**config.mk**
```make
export PLATFORM = sky130hd
export DESIGN_NAME = heap_sort_engine_top
export DESIGN_NICKNAME = d
export VERILOG_FILES = /design/src/sv/hse_pkg.sv /design/src/sv/heap_sort_engine_top.sv /design/src/sv/hse_dp.sv /design/src/sv/hse_ctrl.sv
export SDC_FILE = /design/constraint.sdc
export NUM_CORES = 2
export LEC_CHECK = 0
export ABC_CLOCK_PERIOD_IN_PS = 9030
export BUFFER_PORTS_ARGS = -buffer_cell sky130_fd_sc_hd__buf_2
export CORE_UTILIZATION = 50
export DETAILED_ROUTE_END_ITERATION = 8
export PLACE_DENSITY = 0.68
export SYNTH_ARGS = -nofsm -noshare
export SYNTH_HDL_FRONTEND = slang
export SYNTH_SLANG_ARGS = --single-unit
```
**constraint.sdc**
```tcl
create_clock -name clk -period 9.03 [get_ports clk]
set_input_delay 0.903 -clock clk [delete_from_list [all_inputs] [get_ports clk]]
set_output_delay 0.903 -clock clk [all_outputs]
set_load 0.02 [all_outputs]
```
**src/sv/hse_pkg.sv**
```systemverilog
// Shared types and constants for the heap sort engine.
// No dependencies; every other file in the block refers to this package.
package hse_pkg;

  localparam int DATA_W = 32;

  // Values of the order register.
  localparam logic ORDER_ASC  = 1'b0;
  localparam logic ORDER_DESC = 1'b1;

  typedef logic signed [DATA_W-1:0] word_t;

  typedef struct packed {
    word_t value;
    logic  is_last;
  } in_t;

  typedef struct packed {
    word_t sorted_value;
    logic  end_of_run;
  } out_t;

  typedef enum logic [1:0] {
    WR_IN,
    WR_V,
    WR_R0,
    WR_CHILD
  } wr_sel_t;

  typedef struct packed {
    logic    rd_en;
    logic    wr_en;
    wr_sel_t wr_sel;
    logic    ld_v;
    logic    ld_cl;
    logic    ld_r0;
    logic    right_ok;
    logic    out_load;
    logic    out_end;
  } cmd_t;

  typedef struct packed {
    logic sel_right;
    logic child_wins;
    logic out_busy;
  } status_t;

endpackage

```
**src/sv/heap_sort_engine_top.sv**
```systemverilog
// Top level of the heap sort engine: joins controller and datapath.
// Depends on hse_pkg, hse_ctrl and hse_dp.
//
// Usage:
//   item channel (item_valid/item_ready, item): one signed word per beat,
//   item.is_last closes the run; the DEPTH-th beat closes it regardless.
//   Loading takes one cycle per beat; item_ready is high only while loading.
//   After the closing beat the block heap-sorts in its single-port memory:
//   each sift level reads the left child, reads the right child, then
//   compares and writes; a sift that ends at a leaf adds a closing write,
//   and each sift starts with its own setup states.
//   result channel (result_valid/result_ready, result): the n sorted words
//   in index order, one memory read and one output load per beat,
//   result.end_of_run on the final one. A stalled receiver holds the
//   output register and the drain waits; once the last beat is in the
//   output register the block takes new items again.
//   cfg_we/cfg_wdata writes the order register desc (0 ascending, 1 descending);
//   write it only between runs.
//   Reset (rst, synchronous) empties the run, drops any pending result
//   beat and selects ascending order. The memory needs no clearing.
module heap_sort_engine_top #(
  parameter int DEPTH = 64
) (
  input  logic          clk,
  input  logic          rst,
  input  logic          item_valid,
  output logic          item_ready,
  input  hse_pkg::in_t  item,
  output logic          result_valid,
  input  logic          result_ready,
  output hse_pkg::out_t result,
  input  logic          cfg_we,
  input  logic          cfg_wdata
);

  localparam int IW = $clog2(DEPTH);

  hse_pkg::cmd_t    cmd;
  hse_pkg::status_t st;
  logic [IW-1:0]    rd_addr;
  logic [IW-1:0]    wr_addr;

  // Sequence load, build, extract and drain; hold all indices.
  hse_ctrl #(
    .DEPTH (DEPTH)
  ) u_ctrl (
    .clk          (clk),
    .rst          (rst),
    .item_valid   (item_valid),
    .item_is_last (item.is_last),
    .item_ready   (item_ready),
    .st           (st),
    .cmd          (cmd),
    .rd_addr      (rd_addr),
    .wr_addr      (wr_addr)
  );

  // Store words, compare children, move the sift value, drive results.
  hse_dp #(
    .DEPTH (DEPTH)
  ) u_dp (
    .clk          (clk),
    .rst          (rst),
    .cmd          (cmd),
    .rd_addr      (rd_addr),
    .wr_addr      (wr_addr),
    .item_value   (item.value),
    .cfg_we       (cfg_we),
    .cfg_wdata    (cfg_wdata),
    .result_ready (result_ready),
    .st           (st),
    .result_valid (result_valid),
    .result       (result)
  );

endmodule

```
**src/sv/hse_dp.sv**
```systemverilog
// Datapath of the heap sort engine: element memory, sift registers,
// comparator, order register and result output register. Uses hse_pkg.
module hse_dp #(
  parameter int DEPTH = 64
) (
  input  logic                      clk,
  input  logic                      rst,
  input  hse_pkg::cmd_t             cmd,
  input  logic [$clog2(DEPTH)-1:0]  rd_addr,
  input  logic [$clog2(DEPTH)-1:0]  wr_addr,
  input  hse_pkg::word_t            item_value,
  input  logic                      cfg_we,
  input  logic                      cfg_wdata,
  input  logic                      result_ready,
  output hse_pkg::status_t          st,
  output logic                      result_valid,
  output hse_pkg::out_t             result
);

  hse_pkg::word_t mem [DEPTH];
  hse_pkg::word_t rdata;
  hse_pkg::word_t v;
  hse_pkg::word_t cl;
  hse_pkg::word_t r0;
  hse_pkg::word_t chosen;
  hse_pkg::word_t wr_data;
  logic           rok;
  logic           desc;

  // True when a must sit below b in heap order.
  function automatic logic ranks_below(input hse_pkg::word_t a, input hse_pkg::word_t b,
                                       input logic d);
    ranks_below = (d == hse_pkg::ORDER_DESC) ? (a > b) : (a < b);
  endfunction

  always_comb begin
    st.sel_right  = rok && ranks_below(cl, rdata, desc);
    chosen        = st.sel_right ? rdata : cl;
    st.child_wins = ranks_below(v, chosen, desc);
    st.out_busy   = result_valid && !result_ready;
  end

  always_comb begin
    unique case (cmd.wr_sel)
      hse_pkg::WR_IN:    wr_data = item_value;
      hse_pkg::WR_V:     wr_data = v;
      hse_pkg::WR_R0:    wr_data = r0;
      hse_pkg::WR_CHILD: wr_data = chosen;
      default:           wr_data = v;
    endcase
  end

  always_ff @(posedge clk) begin
    if (cmd.wr_en) begin
      mem[wr_addr] <= wr_data;
    end
    if (cmd.rd_en) begin
      rdata <= mem[rd_addr];
    end
  end

  always_ff @(posedge clk) begin
    if (cmd.ld_v) begin
      v <= rdata;
    end
    if (cmd.ld_cl) begin
      cl  <= rdata;
      rok <= cmd.right_ok;
    end
    if (cmd.ld_r0) begin
      r0 <= rdata;
    end
    if (cmd.out_load) begin
      result.sorted_value <= rdata;
      result.end_of_run   <= cmd.out_end;
    end
  end

  always_ff @(posedge clk) begin
    if (rst) begin
      desc         <= hse_pkg::ORDER_ASC;
      result_valid <= 1'b0;
    end else begin
      if (cfg_we) begin
        desc <= cfg_wdata;
      end
      if (cmd.out_load) begin
        result_valid <= 1'b1;
      end else if (result_ready) begin
        result_valid <= 1'b0;
      end
    end
  end

  a_load_free: assert property (@(posedge clk) disable iff (rst)
    cmd.out_load |-> !result_valid)
    else $error("output register loaded while still holding a beat");

endmodule

```
**src/sv/hse_ctrl.sv**
```systemverilog
// Controller of the heap sort engine: load, heap build, extraction and
// drain sequencing with all index counters. Uses hse_pkg; drives hse_dp.
module hse_ctrl #(
  parameter int DEPTH = 64
) (
  input  logic                      clk,
  input  logic                      rst,
  input  logic                      item_valid,
  input  logic                      item_is_last,
  output logic                      item_ready,
  input  hse_pkg::status_t          st,
  output hse_pkg::cmd_t             cmd,
  output logic [$clog2(DEPTH)-1:0]  rd_addr,
  output logic [$clog2(DEPTH)-1:0]  wr_addr
);

  localparam int IW = $clog2(DEPTH);
  localparam int CW = $clog2(DEPTH + 1);
  localparam int LW = IW + 2;

  typedef enum logic [3:0] {
    S_LOAD,
    S_BLD_RD,
    S_BLD_V,
    S_EX_R0,
    S_EX_RL,
    S_EX_W,
    S_SF_L,
    S_SF_R,
    S_SF_CMP,
    S_OUT_RD,
    S_OUT_LD
  } state_t;

  state_t        state;
  state_t        done_state;
  logic [CW-1:0] count;
  logic [CW-1:0] n;
  logic [CW-1:0] i;
  logic [CW-1:0] i_m1;
  logic [CW-1:0] done_i;
  logic [CW-1:0] size;
  logic [IW-1:0] node;
  logic [IW-1:0] k;
  logic          building;
  logic          done_bld;
  logic [LW-1:0] left;
  logic [LW-1:0] right;
  logic [LW-1:0] size_w;
  logic          left_ok;
  logic          right_ok;
  logic          last_in;
  logic          out_last;

  assign item_ready = (state == S_LOAD);
  assign i_m1       = i - CW'(1);
  assign left       = {1'b0, node, 1'b0} + LW'(1);
  assign right      = left + LW'(1);
  assign size_w     = LW'(size);
  assign left_ok    = left < size_w;
  assign right_ok   = right < size_w;
  assign last_in    = item_is_last || (count == CW'(DEPTH - 1));
  assign out_last   = (CW'(k) + CW'(1)) == n;

  // Where a finished sift goes next.
  always_comb begin
    done_bld = building;
    if (building) begin
      if (i == CW'(1)) begin
        done_bld   = 1'b0;
        done_i     = n;
        done_state = (n == CW'(1)) ? S_OUT_RD : S_EX_R0;
      end else begin
        done_i     = i_m1;
        done_state = S_BLD_RD;
      end
    end else begin
      done_i     = i_m1;
      done_state = (i == CW'(2)) ? S_OUT_RD : S_EX_R0;
    end
  end

  always_comb begin
    cmd     = '0;
    rd_addr = '0;
    wr_addr = '0;
    unique case (state)
      S_LOAD: begin
        cmd.wr_en  = item_valid;
        cmd.wr_sel = hse_pkg::WR_IN;
        wr_addr    = count[IW-1:0];
      end
      S_BLD_RD: begin
        cmd.rd_en = 1'b1;
        rd_addr   = i_m1[IW-1:0];
      end
      S_BLD_V: begin
        cmd.ld_v = 1'b1;
      end
      S_EX_R0: begin
        cmd.rd_en = 1'b1;
      end
      S_EX_RL: begin
        cmd.ld_r0 = 1'b1;
        cmd.rd_en = 1'b1;
        rd_addr   = i_m1[IW-1:0];
      end
      S_EX_W: begin
        cmd.ld_v   = 1'b1;
        cmd.wr_en  = 1'b1;
        cmd.wr_sel = hse_pkg::WR_R0;
        wr_addr    = i_m1[IW-1:0];
      end
      S_SF_L: begin
        if (left_ok) begin
          cmd.rd_en = 1'b1;
          rd_addr   = left[IW-1:0];
        end else begin
          cmd.wr_en  = 1'b1;
          cmd.wr_sel = hse_pkg::WR_V;
          wr_addr    = node;
        end
      end
      S_SF_R: begin
        cmd.ld_cl    = 1'b1;
        cmd.right_ok = right_ok;
        if (right_ok) begin
          cmd.rd_en = 1'b1;
          rd_addr   = right[IW-1:0];
        end
      end
      S_SF_CMP: begin
        cmd.wr_en  = 1'b1;
        cmd.wr_sel = st.child_wins ? hse_pkg::WR_CHILD : hse_pkg::WR_V;
        wr_addr    = node;
      end
      S_OUT_RD: begin
        if (!st.out_busy) begin
          cmd.rd_en = 1'b1;
          rd_addr   = k;
        end
      end
      S_OUT_LD: begin
        cmd.out_load = 1'b1;
        cmd.out_end  = out_last;
      end
      default: begin
        cmd = '0;
      end
    endcase
  end

  always_ff @(posedge clk) begin
    if (rst) begin
      state    <= S_LOAD;
      count    <= '0;
      building <= 1'b0;
    end else begin
      unique case (state)
        S_LOAD: begin
          if (item_valid) begin
            if (last_in) begin
              n        <= count + CW'(1);
              i        <= count + CW'(1);
              count    <= '0;
              building <= 1'b1;
              state    <= S_BLD_RD;
            end else begin
              count <= count + CW'(1);
            end
          end
        end
        S_BLD_RD: state <= S_BLD_V;
        S_BLD_V: begin
          node  <= i_m1[IW-1:0];
          size  <= n;
          state <= S_SF_L;
        end
        S_EX_R0: state <= S_EX_RL;
        S_EX_RL: state <= S_EX_W;
        S_EX_W: begin
          node  <= '0;
          size  <= i_m1;
          state <= S_SF_L;
        end
        S_SF_L: begin
          if (left_ok) begin
            state <= S_SF_R;
          end else begin
            state    <= done_state;
            i        <= done_i;
            building <= done_bld;
            k        <= '0;
          end
        end
        S_SF_R: state <= S_SF_CMP;
        S_SF_CMP: begin
          if (st.child_wins) begin
            node  <= st.sel_right ? right[IW-1:0] : left[IW-1:0];
            state <= S_SF_L;
          end else begin
            state    <= done_state;
            i        <= done_i;
            building <= done_bld;
            k        <= '0;
          end
        end
        S_OUT_RD: begin
          if (!st.out_busy) begin
            state <= S_OUT_LD;
          end
        end
        S_OUT_LD: begin
          if (out_last) begin
            state <= S_LOAD;
          end else begin
            k     <= k + IW'(1);
            state <= S_OUT_RD;
          end
        end
        default: state <= S_LOAD;
      endcase
    end
  end

  a_last_starts_sort: assert property (@(posedge clk) disable iff (rst)
    (state == S_LOAD && item_valid && last_in) |=> (state == S_BLD_RD && n != '0))
    else $error("last beat did not start the sort");

  a_run_size: assert property (@(posedge clk) disable iff (rst)
    (state != S_LOAD) |-> (n != '0 && n <= CW'(DEPTH)))
    else $error("run length out of range while sorting");

  a_sift_node: assert property (@(posedge clk) disable iff (rst)
    (state == S_SF_CMP) |-> (LW'(node) < size_w && left_ok))
    else $error("sift compare on a node outside the heap");

endmodule

```
==> impl_results.md <==
- Outcome: complete, but fails checks
- Violations in the final reports: capacitance limit, slew limit
- First-pass GRT wire length: 407900 um
- Total number of clock tree sinks: 2257
- Post-CTS Hold Fix Bufs: 0
- Hold-critical path endpoint: u_dp.desc
- Synthesized Nets: 6835
- Max_cap viols: 1
- Average wire length per cell after detail routing: 31.06 um
- Series of cell instances along the critical path: inv_1, ha_1, a21o_1, a21o_1, a21o_1, a211o_1, a2111oi_1, nand4b_1, o211ai_4, buf_4, mux2i_1, ha_1, nor2b_1, o211ai_1, a2111o_1, o211ai_1, a21oi_1, xnor2_1, and3_4, o22ai_1, a21oi_4, buf_4
- Critical path capture point type: flip-flop
- Logic depth of the worst register-to-register path: 22
- LEAKAGE: 34.61 nW
- Post-CTS setup buffer count: 0
- Count of flip-flops with a built-in enable after synthesis: 2243
- Vertical extent of the die: 430.4 um
- Worst min-delay path category: in2reg
- Reg-to-reg critical path startpoint: u_dp.rdata[13]
- Biggest fanout along the worst timing path: 41
- Initial antenna violation count: 20
- Syn Inst Count: 6714
- Largest net degree at the start of global routing: 157
- Slowest cell on the critical path: a21oi_4
- Number of levels the H-tree was split into: 4
- TritonCTS clock tree: yes
- Final number of hold-violating endpoints: 0
- Capture instance of the worst register-to-register path: u_dp.mem[53][29]
- Count of cell types in the netlist: 93
- Most used cells in the layout excluding fill and tap cells: edfxtp_1, nand2_1, nand3_1
- Critical setup path kind: reg2reg
- Buffer and inverter count on the worst path: 3
- Std-Cell Core Area: 181500 um2
- RD Place Congestion: 0.9128
- Most common library cell in the layout ignoring fill and taps: edfxtp_1
- Wirelength, routed: 290000 um
- Final non-filler cell area: 102500 um2
- Core Util, Final: 0.5646
- Kind of cell with the highest combined delay on the critical path: compound AO/OA/AOI/OAI gates
- Count of final setup violators: 0
- Drt via density: 6.481
- Final critical path time including I/O delays and setup: 7.829 ns
- Clock transition at path regs: 0.06 ns
- Peak supply drop: 0.2449 mV
- Arrival time at the worst endpoint: 8.52 ns
- Nets: 6908
- Floorplan die area: 185200 um2
- Fraction of layout cells with a size suffix above 1: 0.1139
- Starting density of the core: 0.5054
- Count of cells along the worst hold path: 3
- CTS Root Buffer Type: clkbuf_16
- Avg Synthesized Cell Area: 13.67 um2
- Most used flip-flop cell after synthesis: edfxtp_1
- Antenna violation net count after detailed routing: 0
- Number of register bits inferred by synthesis: 2257
- Source-to-sink clock delay at the later pin of the worst-skew pair: 0.87 ns
- Reg2reg setup slack: 1.20 ns
- Number of buffers added by the clock tree synthesis step: 217
- Area of the multi-input gates: 22850 um2
- Ys async rst share: 0
- Netlist Area Pre-Place: 91750 um2
- Hold path startpoint: cfg_wdata
- Fmax achieved: 127.7 MHz
- Warnings, synthesis: 0
- Fill cell instance count of the final layout: 14110
- Half-perimeter wire length after detailed placement: 156400 um
- Power density relative to cell area: 245.3 nW/um2
- Sequential cell area: 67630 um2
- Remaining Overflow, GRT: 0
- Relative area change from synthesis to final layout: 11.70%
- RSZ-0062 raised after global routing: false
- Vias: 60500
- Total Negative Setup Slacks: 0 ns
- Final-report max-slew violation count: 1
- Via count of the first global-routing pass: 55550
- Worst Path Required: 9.72 ns
- Overall power consumption: 25.14 mW
- CP most frequent cell: a21o_1
- Slew at the pin closest to its max-slew limit: 1.491 ns
- Total cell area at the placement stage: 95570 um2
- Critical Path Source Type: flip-flop
- # resized after CTS: 0
- Clock Skew: 0.03905 ns
- Worst stage delay on the critical path: 0.94 ns
- Post-detailed-route DRC marker count: 0
- DIE WIDTH: 430.4 um
- Site row count: 156
- Boundary pin count: 74
- Period Utilization, post-route: 0.8670
- Relative slew margins: -0.001385
- Number of buffers on the longest clock path: 3
- Number of buffers added on ports: 73
- Initial DRC count: 10270
- Sequential element share of the synthesized area: 0.7372
- First-pass iteration count of the detailed router: 7
- Overall track demand over capacity in global routing: 0.3088
==> cells by family after synthesis <==
| kind of cell | count (synthesis) | synth area share |
|---|---|---|
| and+or+nand+nor | 3024 | 0.1434 |
| xor gates and xnor gates | 27 | 0.002577 |
| muxes | 199 | 0.03362 |
| adders and majority gates | 82 | 0.01118 |
| DFF | 2257 | 0.7372 |
| buffers and inverters | 458 | 0.02455 |
| AOI/OAI and AO/OA | 667 | 0.04754 |
==> stage by stage <==
stage          std cells  setup slack [ns]  hold WS [ns]
5_1_grt             9331            0.7297        0.3306
2_1_floorplan       6714             1.849        0.4694
4_1_cts             9331             1.251        0.2531
3_5_place_dp        8938             1.278        0.4985
6_report            9336             1.201        0.2988
3_3_place_gp        8937             1.385        0.4904
==> layout make-up <==
cell class,instances,share of cell area
Antenna cell,5,0.0001221
Clock inverter,128,0.01185
Clock buffer,265,0.05547
Tap cell,2370,0.02894
Multi-Input combinational cell,3999,0.2230
Inverter,57,0.002088
Sequential cell,2257,0.6600
Timing Repair Buffer,255,0.01858
==> where the power goes <==
part	leakage [nW]	total [mW]	switching, mW	internal (mW)
Clock	3.35	8.94	3.93	5.00
Combinational	11.0	4.26	3.07	1.19
Sequential	20.3	11.9	0.118	11.8
Total	34.6	25.1	7.12	18.0
==> cells in the mapped netlist (all sizes together) (15+ instances only) <==
library cell / count / share of area
edfxtp: 2243 / 0.73
nand2: 1717 / 0.070
nand3: 874 / 0.048
buf: 270 / 0.017
a21oi: 239 / 0.013
nor2: 191 / 0.0081
clkbuf: 131 / 0.0054
mux2i: 109 / 0.012
mux4: 87 / 0.021
ha: 82 / 0.011
and3: 77 / 0.0053
o21ai: 68 / 0.0037
o22ai: 67 / 0.0046
nand4: 63 / 0.0043
a31oi: 62 / 0.0042
inv: 56 / 0.0023
a211oi: 30 / 0.0026
a32oi: 30 / 0.0029
nor3: 28 / 0.0018
a21o: 20 / 0.0016
a311oi: 19 / 0.0020
xnor2: 15 / 0.0014
==> routing by layer <==
metal  vias to the layer above  wire (um)  global-route usage
li1                      25160          -                   -
met1                     29930     107300              0.4324
met2                      4654     126200              0.4493
met3                       740      42590             0.08985
met4                        20      13690              0.1373
met5                         -        179                   0
==> registers in the layout (all words and copies together) (netlist names) <==
register,cells
u_dp.result,33
u_dp.mem,2048
u_ctrl.n,7
u_ctrl.count,7
u_dp.result_valid,1
u_dp.desc,1
u_dp.cl,32
u_ctrl.building,1
u_ctrl.i,7
u_ctrl.state,4
u_ctrl.k,6
u_dp.rok,1
u_ctrl.node,6
u_dp.r0,32
u_dp.v,32
u_dp.rdata,32
u_ctrl.size,7
==> worst min-delay path: stages <==
cell and delay (ns):
buf_2 0.08, mux2i_1 0.06, nor2_1 0.08
==> worst max path at each step <==
stage              startpoint               end  slack (ns)  depth (start not counted)
3_3_place_gp   u_dp.rdata[13]  u_dp.mem[33][29]        1.38                         22
4_1_cts        u_dp.rdata[13]  u_dp.mem[35][29]        1.25                         22
6_report       u_dp.rdata[13]  u_dp.mem[53][29]        1.20                         22
3_5_place_dp   u_dp.rdata[13]  u_dp.mem[35][29]        1.28                         22
5_1_grt         u_dp.rdata[7]  u_dp.mem[33][29]        0.73                         22
2_1_floorplan  u_dp.rdata[13]   u_dp.mem[0][10]        1.85                         23
Note: power is estimated with default switching activity, not from simulation.
